### src/rtl/core/bmsi_pkg.sv
// Shared types and constants for the cartridge bank mapper.
`timescale 1ns / 1ps

package bmsi_pkg;

	// Request kinds carried in the action field.
	typedef enum logic [1:0] {
		ACT_CPU_READ  = 2'd0,
		ACT_CPU_WRITE = 2'd1,
		ACT_PPU_ADDR  = 2'd2
	} action_t;

	// Result regions.
	typedef enum logic [1:0] {
		REG_NONE = 2'd0,
		REG_WRAM = 2'd1,
		REG_PRG  = 2'd2,
		REG_CHR  = 2'd3
	} region_t;

	// Configuration register indexes.
	typedef enum logic [1:0] {
		CFG_PRG_MASK = 2'd0,
		CFG_CHR_MASK = 2'd1
	} cfg_index_t;

	// Register window selected by CPU address bits 14:13.
	typedef enum logic [1:0] {
		WIN_BANK = 2'd0,
		WIN_MIRR = 2'd1,
		WIN_IRQL = 2'd2,
		WIN_IRQE = 2'd3
	} reg_window_t;

	localparam int ACTION_W = 2;
	localparam int ADDR_W = 16;
	localparam int DATA_W = 8;
	localparam int REGION_W = 2;
	localparam int TARGET_W = 21;
	localparam int CFG_IDX_W = 2;
	localparam int LOWCNT_W = 6;
	localparam int EDGE_FILTER_MIN_DEF = 30;
	localparam logic [LOWCNT_W-1:0] LOWCNT_MAX = '1;
	localparam logic [7:0] PRG_MASK_RST = 8'd63;
	localparam logic [7:0] CHR_MASK_RST = 8'd255;

endpackage

### src/rtl/core/bank_mapper_with_scanline_irq.sv
// Cartridge bank mapper with scanline interrupt counter, top level.
`timescale 1ns / 1ps

// Translates CPU reads, CPU writes and PPU address updates into a region and a
// physical address, and keeps the bank registers, mirroring bit and scanline
// interrupt counter that CPU writes to $8000-$FFFF program. Every request gives
// exactly one result. A request is taken into an input register, worked out
// against the mapper state and placed in a result register; one request can be
// accepted in every cycle while rsp_stall does not hold the result register. The
// rate is one request per clock when the result channel does not stall, set by
// the single pass from the input register to the result register. The result
// shows the IRQ line and mirroring as they stand after the request.
// Configuration writes (bank masks) are always ready and should be issued only
// while no request is in flight.
module bank_mapper_with_scanline_irq #(
	parameter int EDGE_FILTER_MIN = bmsi_pkg::EDGE_FILTER_MIN_DEF
) (
	input  logic                              clk,
	input  logic                              arst_n,
	// Request channel
	input  logic                              req_valid,
	output logic                              req_stall,
	input  logic [bmsi_pkg::ACTION_W-1:0]     action,
	input  logic [bmsi_pkg::ADDR_W-1:0]       address,
	input  logic [bmsi_pkg::DATA_W-1:0]       write_data,
	// Result channel
	output logic                              rsp_valid,
	input  logic                              rsp_stall,
	output logic [bmsi_pkg::REGION_W-1:0]     region,
	output logic [bmsi_pkg::TARGET_W-1:0]     target_address,
	output logic                              irq_line,
	output logic                              horizontal_mirroring,
	// Configuration channel
	input  logic                              cfg_valid,
	output logic                              cfg_ready,
	input  logic [bmsi_pkg::CFG_IDX_W-1:0]    cfg_index,
	input  logic [7:0]                        cfg_data
);
	import bmsi_pkg::*;

	localparam logic [LOWCNT_W-1:0] FILTER_MIN = LOWCNT_W'(EDGE_FILTER_MIN);

	// Input stage
	logic                valid_s1;
	logic [ACTION_W-1:0] action_s1;
	logic [ADDR_W-1:0]   address_s1;
	logic [DATA_W-1:0]   data_s1;
	logic                advance;

	// Configuration and mapper state
	logic [7:0]          prg_mask_q;
	logic [7:0]          chr_mask_q;
	logic [7:0]          bank_sel_q;
	logic [7:0]          bank_q [8];
	logic                mirror_q;
	logic [7:0]          irq_latch_q;
	logic [7:0]          irq_count_q;
	logic                irq_reload_q;
	logic                irq_en_q;
	logic                irq_asserted_q;
	logic                last_a12_q;
	logic [LOWCNT_W-1:0] low_cnt_q;

	// Next-state values
	logic [7:0]          bank_sel_d;
	logic                bank_we;
	logic [2:0]          bank_wsel;
	logic                mirror_d;
	logic [7:0]          irq_latch_d;
	logic [7:0]          irq_count_d;
	logic                irq_reload_d;
	logic                irq_en_d;
	logic                irq_asserted_d;
	logic                last_a12_d;
	logic [LOWCNT_W-1:0] low_cnt_d;

	// Result computation
	logic [REGION_W-1:0] region_d;
	logic [TARGET_W-1:0] target_d;
	logic [13:0]         ppu_addr;
	logic [2:0]          chr_slot;
	logic [7:0]          chr_bank;
	logic [7:0]          chr_reg;
	logic [7:0]          prg_bank;
	logic [1:0]          prg_slot;
	logic                a12;

	// Result register
	logic                rsp_valid_q;
	logic [REGION_W-1:0] region_q;
	logic [TARGET_W-1:0] target_q;
	logic                irq_line_q;
	logic                mirror_out_q;

	assign advance   = !rsp_valid_q || !rsp_stall;
	assign req_stall = valid_s1 && !advance;
	assign cfg_ready = 1'b1;

	// Input register.
	always_ff @(posedge clk or negedge arst_n) begin
		if (!arst_n) begin
			valid_s1 <= 1'b0;
		end else if (!req_stall) begin
			valid_s1 <= req_valid;
		end
	end

	always_ff @(posedge clk) begin
		if (!req_stall && req_valid) begin
			action_s1  <= action;
			address_s1 <= address;
			data_s1    <= write_data;
		end
	end

	// PRG translation: four 8K slots, bit 6 of bank select swaps slots 0 and 2.
	assign prg_slot = address_s1[14:13];
	always_comb begin
		if (prg_slot == 2'd1) begin
			prg_bank = bank_q[7] & prg_mask_q;
		end else if (prg_slot == 2'd3) begin
			prg_bank = prg_mask_q;
		end else if ((prg_slot == 2'd0) != bank_sel_q[6]) begin
			prg_bank = bank_q[6] & prg_mask_q;
		end else begin
			prg_bank = {prg_mask_q[7:1], 1'b0};
		end
	end

	// CHR translation: two 2K pairs and four 1K banks, bit 7 swaps the halves.
	assign ppu_addr = address_s1[13:0];
	assign a12      = ppu_addr[12];
	assign chr_slot = ppu_addr[12:10] ^ {bank_sel_q[7], 2'b00};
	always_comb begin
		if (!chr_slot[2]) begin
			chr_reg  = bank_q[{2'b00, chr_slot[1]}];
			chr_bank = {chr_reg[7:1], chr_slot[0]} & chr_mask_q;
		end else begin
			chr_reg  = bank_q[3'(chr_slot - 3'd2)];
			chr_bank = chr_reg & chr_mask_q;
		end
	end

	// Result and next state for the request in the input register.
	always_comb begin
		logic [7:0] cnt_tmp;
		cnt_tmp        = irq_count_q;
		region_d       = REG_NONE;
		target_d       = '0;
		bank_sel_d     = bank_sel_q;
		bank_we        = 1'b0;
		bank_wsel      = bank_sel_q[2:0];
		mirror_d       = mirror_q;
		irq_latch_d    = irq_latch_q;
		irq_count_d    = irq_count_q;
		irq_reload_d   = irq_reload_q;
		irq_en_d       = irq_en_q;
		irq_asserted_d = irq_asserted_q;
		last_a12_d     = last_a12_q;
		low_cnt_d      = low_cnt_q;
		case (action_t'(action_s1))
			ACT_CPU_READ, ACT_CPU_WRITE: begin
				if (address_s1[15:13] == 3'b011) begin
					region_d = REG_WRAM;
					target_d = {8'd0, address_s1[12:0]};
				end else if (address_s1[15]) begin
					if (action_t'(action_s1) == ACT_CPU_READ) begin
						region_d = REG_PRG;
						target_d = {prg_bank, address_s1[12:0]};
					end else begin
						case (reg_window_t'(address_s1[14:13]))
							WIN_BANK: begin
								if (address_s1[0]) begin
									bank_we = 1'b1;
								end else begin
									bank_sel_d = data_s1;
								end
							end
							WIN_MIRR: begin
								if (!address_s1[0]) begin
									mirror_d = data_s1[0];
								end
							end
							WIN_IRQL: begin
								if (address_s1[0]) begin
									irq_count_d  = 8'd0;
									irq_reload_d = 1'b1;
								end else begin
									irq_latch_d = data_s1;
								end
							end
							WIN_IRQE: begin
								irq_en_d = address_s1[0];
								if (!address_s1[0]) begin
									irq_asserted_d = 1'b0;
								end
							end
							default: begin
							end
						endcase
					end
				end
			end
			ACT_PPU_ADDR: begin
				// A12 edge filter and scanline counter.
				if (!last_a12_q && a12) begin
					if (low_cnt_q > FILTER_MIN) begin
						if (irq_count_q == 8'd0 || irq_reload_q) begin
							cnt_tmp = irq_latch_q;
						end else begin
							cnt_tmp = irq_count_q - 8'd1;
						end
						irq_count_d  = cnt_tmp;
						irq_reload_d = 1'b0;
						if (cnt_tmp == 8'd0 && irq_en_q) begin
							irq_asserted_d = 1'b1;
						end
					end
					low_cnt_d = '0;
				end
				if (!a12 && low_cnt_q != LOWCNT_MAX) begin
					low_cnt_d = low_cnt_q + LOWCNT_W'(1);
				end
				last_a12_d = a12;
				if (!ppu_addr[13]) begin
					region_d = REG_CHR;
					target_d = {3'd0, chr_bank, ppu_addr[9:0]};
				end
			end
			default: begin
			end
		endcase
	end

	// Mapper state and configuration registers.
	always_ff @(posedge clk or negedge arst_n) begin
		if (!arst_n) begin
			prg_mask_q     <= PRG_MASK_RST;
			chr_mask_q     <= CHR_MASK_RST;
			bank_sel_q     <= '0;
			for (int i = 0; i < 7; i++) begin
				bank_q[i] <= '0;
			end
			bank_q[7]      <= 8'd1;
			mirror_q       <= 1'b0;
			irq_latch_q    <= '0;
			irq_count_q    <= '0;
			irq_reload_q   <= 1'b0;
			irq_en_q       <= 1'b0;
			irq_asserted_q <= 1'b0;
			last_a12_q     <= 1'b0;
			low_cnt_q      <= '0;
		end else begin
			if (cfg_valid && cfg_ready) begin
				if (cfg_index_t'(cfg_index) == CFG_PRG_MASK) begin
					prg_mask_q <= cfg_data;
				end else if (cfg_index_t'(cfg_index) == CFG_CHR_MASK) begin
					chr_mask_q <= cfg_data;
				end
			end
			if (valid_s1 && advance) begin
				bank_sel_q     <= bank_sel_d;
				if (bank_we) begin
					bank_q[bank_wsel] <= data_s1;
				end
				mirror_q       <= mirror_d;
				irq_latch_q    <= irq_latch_d;
				irq_count_q    <= irq_count_d;
				irq_reload_q   <= irq_reload_d;
				irq_en_q       <= irq_en_d;
				irq_asserted_q <= irq_asserted_d;
				last_a12_q     <= last_a12_d;
				low_cnt_q      <= low_cnt_d;
			end
		end
	end

	// Result register.
	always_ff @(posedge clk or negedge arst_n) begin
		if (!arst_n) begin
			rsp_valid_q <= 1'b0;
		end else if (advance) begin
			rsp_valid_q <= valid_s1;
		end
	end

	always_ff @(posedge clk) begin
		if (advance && valid_s1) begin
			region_q     <= region_d;
			target_q     <= target_d;
			irq_line_q   <= irq_asserted_d;
			mirror_out_q <= mirror_d;
		end
	end

	assign rsp_valid            = rsp_valid_q;
	assign region               = region_q;
	assign target_address       = target_q;
	assign irq_line             = irq_line_q;
	assign horizontal_mirroring = mirror_out_q;

`ifndef NO_ASSERTIONS
	// The interrupt line only rises while interrupts are enabled.
	a_irq_needs_enable: assert property (@(posedge clk) disable iff (!arst_n)
		$rose(irq_asserted_q) |-> $past(irq_en_q))
		else $error("irq asserted while disabled");

	// The request channel stalls only while the input register holds a request.
	a_stall_when_full: assert property (@(posedge clk) disable iff (!arst_n)
		req_stall |-> valid_s1)
		else $error("stall with empty input register");

	// A PPU update with A12 high leaves the low-update count at zero.
	a_a12_high_clears: assert property (@(posedge clk) disable iff (!arst_n)
		(valid_s1 && advance && action_s1 == ACT_PPU_ADDR && address_s1[12])
		|=> low_cnt_q == '0)
		else $error("low-update count not cleared");

	// A result with no region carries a zero address.
	a_none_zero_target: assert property (@(posedge clk) disable iff (!arst_n)
		(rsp_valid_q && region_q == REG_NONE) |-> target_q == '0)
		else $error("nonzero address without region");
`endif

endmodule

### config.mk
export PLATFORM = sky130hd
export DESIGN_NAME = bank_mapper_with_scanline_irq
export DESIGN_NICKNAME = d
export VERILOG_FILES = /design/src/rtl/core/bmsi_pkg.sv /design/src/rtl/core/bank_mapper_with_scanline_irq.sv
export SDC_FILE = /design/constraint.sdc
export NUM_CORES = 1
export LEC_CHECK = 0
export BUFFER_PORTS_ARGS = -buffer_cell sky130_fd_sc_hd__buf_2
export CAP_MARGIN = 20
export CORE_UTILIZATION = 30
export CTS_BUF_LIST = sky130_fd_sc_hd__clkbuf_16
export CTS_CLUSTER_SIZE = 10
export DETAILED_ROUTE_END_ITERATION = 6
export SYNTH_ARGS = -nofsm -noshare
export SYNTH_HDL_FRONTEND = slang
export SYNTH_SLANG_ARGS = --single-unit
### constraint.sdc
create_clock -name clk -period 6.9 [get_ports clk]
set_clock_uncertainty 0.05 [all_clocks]
set_input_delay 1.38 -clock clk [delete_from_list [all_inputs] [get_ports clk]]
set_output_delay 1.38 -clock clk [all_outputs]
set_load 0.1 [all_outputs]
[After elaboration in Yosys (flattened, before gate mapping)]
Cells that the tools add are included.
Operators by class
  add/sub/neg operators: 3
  multipliers: 0
  divide/modulo/power cells: 0
  magnitude comparators: 5
  eq/ne operators: 16
  shifts and indexed selects: 0
  multiplexer cells: 66
  bitwise logic cells: 12
  reductions and logical operators: 32
Operators with widths (count)
  two-way mux 8 bit: 20
  bitwise mux 64 bit: 1
  two-way mux 21 bit: 3
  binary-select mux 8 bit (select 3 bit): 2
  case mux 21 bit (2 select lines): 1
  AND 8 bit: 4
  two-way mux 1 bit: 27
  demux 8 bit (select 3 bit): 1
  two-way mux 18 bit: 1
  logical NOT 8 bit: 2
  case mux 8 bit (2 select lines): 1
  AND reduction 7 bit: 2
  >= comparator 4 bit, second input constant: 3
  two-way mux 6 bit: 2
  inequality test 2 bit, second input constant: 6
  AND reduction 9 bit: 1
  two-way mux 2 bit: 4
  inverter 3 -> 4 bit: 2
  subtractor 8 x 1 -> 8 bit, second input constant: 1
  logical AND 1 bit: 7
  adder 6 x 1 -> 6 bit, second input constant: 1
  equality test 2 x 1 -> 1 bit, second input constant: 3
  equality test 2 bit, second input constant: 3
  greater-than comparator 6 x 5 -> 1 bit, second input constant: 1
  other kinds (19): 35
Storage, ports and cells
  register bits: 168
  bits in latches: 0
  bits in writable memories: 0
  bits in read-only memories: 0
  input bits: 41
  output and inout bits: 28
  logic and storage cells: 162
  memories kept: 0

[Logic depth before layout (Yosys ltp)]
  depth after elaboration: 12
  depth in mapped cells: 8
  gate-level depth less buffers: 7

[Worst setup path after synthesis]
Ideal clock, no wire load.
  path kind: input port to output port
  start: input rsp_stall
  end: output req_stall
  arrival time: 2.108 ns
  required time: 5.470 ns
  slack: 3.362 ns
  stages: 2
  buffers on the path: 0
  path through: nand3_1 inv_1
On the way
  longest elaborated chain between the ends: 4
RTL lines
  from (decl): RTL line bank_mapper_with_scanline_irq.sv:28  | input logic rsp_stall,
  logical NOT 1 bit: RTL line bank_mapper_with_scanline_irq.sv:95  | assign advance = !rsp_valid_q || !rsp_stall;
  logical OR 1 bit: RTL line bank_mapper_with_scanline_irq.sv:95
  logical NOT 1 bit: RTL line bank_mapper_with_scanline_irq.sv:96  | assign req_stall = valid_s1 && !advance;
  logical AND 1 bit: RTL line bank_mapper_with_scanline_irq.sv:96
  to (decl): RTL line bank_mapper_with_scanline_irq.sv:22  | output logic req_stall,
No other way between the ends.

[Worst setup path after layout]
Ends and elaborated chain as after synthesis.

==> qor.yml <==
die:
  dieHeight_um: 156.8
  top_level_ports: 69
  fp.dieW_um: 156.8
  dieArea_um2: 24590
  rows: 56
  start_util_pct: 30.63
  coreArea_um2: 23470
power:
  p_seq_share_pct: 48.1
  pwr-share-clk_pct: 38.1
  p_leak_nw: 3.663
  combinationalPowerShare_pct: 13.7
  power.density_nw_per_um2: 288.3
  p_int_mw: 1.774
  max-vdd-ir-drop_mv: 0.1751
  switching_share_pct: 27.11
  switchingPower_mw: 0.6599
sta:
  rsz0062_at_grt: "no"
  slew_viol_final: 0
  fmax_ghz: 0.2869
  hold_viol: 0
  finalSetupViolations: 0
  relSlewSlack_pct: 37.30
  worst_pin_slew_ps: 940.6
  tns_ps: 0
  fin_ws_ps: 3414
  period_share_pct: 50.52
  final.min_clock_period_ps: 3486
logic_synthesis:
  synthArstFlopShare_pct: 68.71
  synth_top_family_by_area: "multiplexers"
  yosysWarnings: 0
  synth-seq-cells: 163
  postSynthCellCount: 504
  synth.distinct_cells: 67
  synth_fa_ha_area_share_pct: 0.6960
  netlist_area_um2: 7191
  syn_area_per_cell_um2: 14.27
  synthFlopType: "dfrtp_1"
  synth-edff-count: 51
  synth-simple-area-share_pct: 9.361
  synth_xor_area_share_pct: 1.201
  synthMuxAreaShare_pct: 18.67
  synth-seq-area-share_pct: 60.54
  synth_compound_area_share_pct: 7.308
  synth_nets: 549
global_routing:
  grt.overflow.total: 0
  grt_max_degree: 77
  grt_pass1_wl_um: 25440
  antenna_found_initial: 0
  grt_usage_pct: 13.76
  grt_pass1_vias: 4547
hold_path:
  hold_path.class: "reg -> reg"
setup_path:
  cp_num_buf_inv: 3
  critPathMaxFanout: 3
  arrival_ps: 2060
  crit_path_max_incr_delay_ps: 410
  critPathCaptureType: "output port"
  cpMostUsedCell: "buf_2"
  criticalPathCategory: "in -> out"
  crit_path_top_delay_cell: "buf_2"
  crit_path_cell_trace: "buf_2, nand3_1, inv_1, buf_2"
  critPathTopFamily: "buffers and inverters"
  crit_required_ps: 5470
  cp-start-kind: "input pin"
clock_tree:
  clock-root-buffer: "clkbuf_16"
  cts_tree: "done"
  cts_resized: 0
  path_clk_slew_ps: 60
  htree_num_levels: 4
  cts_buffers: 17
  cts.path.max_buffers: 2
  cts_setup_buffers: 0
  cts_hold_buf: 0
  clk_latency_ps: 420
  cts.sinks: 163
finish:
  diodes: 0
  fillers: 2226
  final_util_pct: 35.96
  area_delta_synth_final_pct: 17.38
  drive_gt1_share_pct: 38.67
  nNetsFinal: 619
detailed_routing:
  drtIter0Drc: 234
  vias: 4403
  dr.pass1.iters: 4
  drt_drc_violations_left: 0
  wl_per_cell_um: 17.47
  wl_um: 15830
  drtAntennaViolNets: 0
  viasPerCell: 4.860
placed_design:
  post-dp-hpwl_um: 11250
  io_buffer_count: 67
  place.gp.congestion: 0.8475
  dp_slack_ps: 3411
flow_run:
  max_cap_viol_count: 0
status:
  status: "finished clean"
[power by group through the flow]
stage          registers [mW]  clock network [mW]  logic (mW)
5_1_grt                  1.18               0.984       0.363
3_5_place_dp             1.19                   0       0.334
3_3_place_gp             1.19                   0       0.330
6_report                 1.17               0.928       0.335
4_1_cts                  1.17               0.947       0.335
2_1_floorplan            1.25                   0       0.178
[layout make-up]
type	instances	area, µm²	share of cell area, %
Inverter	12	45.04	0.5336
Sequential cell	163	4353	51.57
Clock inverter	15	148.9	1.764
Timing Repair Buffer	71	387.9	4.595
Multi-Input combinational cell	309	2681	31.77
Tap cell	319	399.1	4.729
Clock buffer	17	425.4	5.040
[logic make-up after synthesis]
logic type / count (synthesis)
AO/OA/AOI/OAI: 73
XOR/XNOR: 9
adder cells (fa/ha/maj): 4
buffers and inverters: 32
flip-flops: 163
multiplexers: 111
other: 1
AND/OR/NAND/NOR: 111
[path summary, 6_finish.rpt]
path	startpoint	to	slack, ps	cells after the start
max	rsp_stall	req_stall	3410	4
min in group asynchronous	arst_n	valid_s1	890	1
max reg2reg	irq_count_q[0]	irq_line	4030	7
max in group asynchronous	arst_n	bank_q[61]	4590	2
min reg2reg	valid_s1	rsp_valid	440	1
min	valid_s1	rsp_valid	440	1
[layout by cell type, fill, tap and decap left out, types with 10 or more instances in the layout]
cell	instances
dfrtp_1	97
nand2_1	18
clkbuf_16	17
o31ai_1	11
nor2b_1	13
inv_1	15
mux2i_1	10
buf_2	66
mux2_2	87
o21ai_0	19
dfstp_2	15
nor2_1	24
edfxtp_1	51
[registers in the layout, indices dropped and copies added, names as in the netlist, 2 cells and up]
signal,flops
irq_count_q,8
action_s1,2
bank_q,62
low_cnt_q,6
address_s1,16
target_address,21
data_s1,8
irq_latch_q,8
prg_mask_q,8
bank_sel_q,5
region,2
chr_mask_q,8
[through the flow]
| step | std cells | hold WS (ps) | cell area, µm² | total power [mW] |
|---|---|---|---|---|
| floorplan | 504 | 394.5 | 7191 | 1.424 |
| global placement | 873 | 406.3 | 7839 | 1.517 |
| detailed placement | 873 | 428.9 | 7839 | 1.524 |
| CTS | 905 | 442.8 | 8413 | 2.455 |
| global route | 906 | 458.9 | 8441 | 2.531 |
| finish | 906 | 437.4 | 8441 | 2.434 |
[synth_stat cells (4+ instances only)]
| master | instances | share of area [%] |
|---|---|---|
| dfrtp_1 | 97 | 34 |
| mux2_2 | 87 | 14 |
| edfxtp_1 | 51 | 21 |
| nor2_1 | 24 | 1.3 |
| o21ai_0 | 19 | 1.3 |
| nand2_1 | 18 | 0.94 |
| dfstp_2 | 15 | 5.5 |
| nor2b_1 | 13 | 1.1 |
| inv_1 | 12 | 0.63 |
| o31ai_1 | 11 | 1.1 |
| mux2i_1 | 10 | 1.4 |
| nand2b_1 | 9 | 0.78 |
| nor3_1 | 8 | 0.56 |
| a21oi_1 | 7 | 0.49 |
| clkbuf_1 | 7 | 0.37 |
| mux2_4 | 7 | 1.5 |
| mux4_2 | 7 | 2.2 |
| o2111ai_1 | 6 | 0.73 |
| buf_1 | 5 | 0.26 |
| nand4_1 | 5 | 0.44 |
| a31oi_1 | 4 | 0.35 |
| ha_1 | 4 | 0.70 |
| nand3_1 | 4 | 0.28 |
| nor4_1 | 4 | 0.35 |
| o2bb2ai_1 | 4 | 0.49 |
| xnor2_1 | 4 | 0.49 |
| xor2_1 | 4 | 0.49 |
[per-layer routing]
layer  routed length [µm]  track usage, %  part of all wire [%]  vias up
li1                     -               -                     -     2017
met1                 7372           18.21                    47     2282
met2                 7793           22.41                    49       90
met3                  472           3.185                   3.0       14
met4                  188           3.875                   1.2        0
met5                    0               0                     0        -
[worst reg2reg max path: stages, from the launching register on]
cell     delay (ps)
dfrtp_1         410
inv_1           120
ha_1            190
nor3b_1         500
a21o_1          440
mux2i_1         300
nand4_1         230
o31ai_1         410
(Power assumes the default switching activity.)
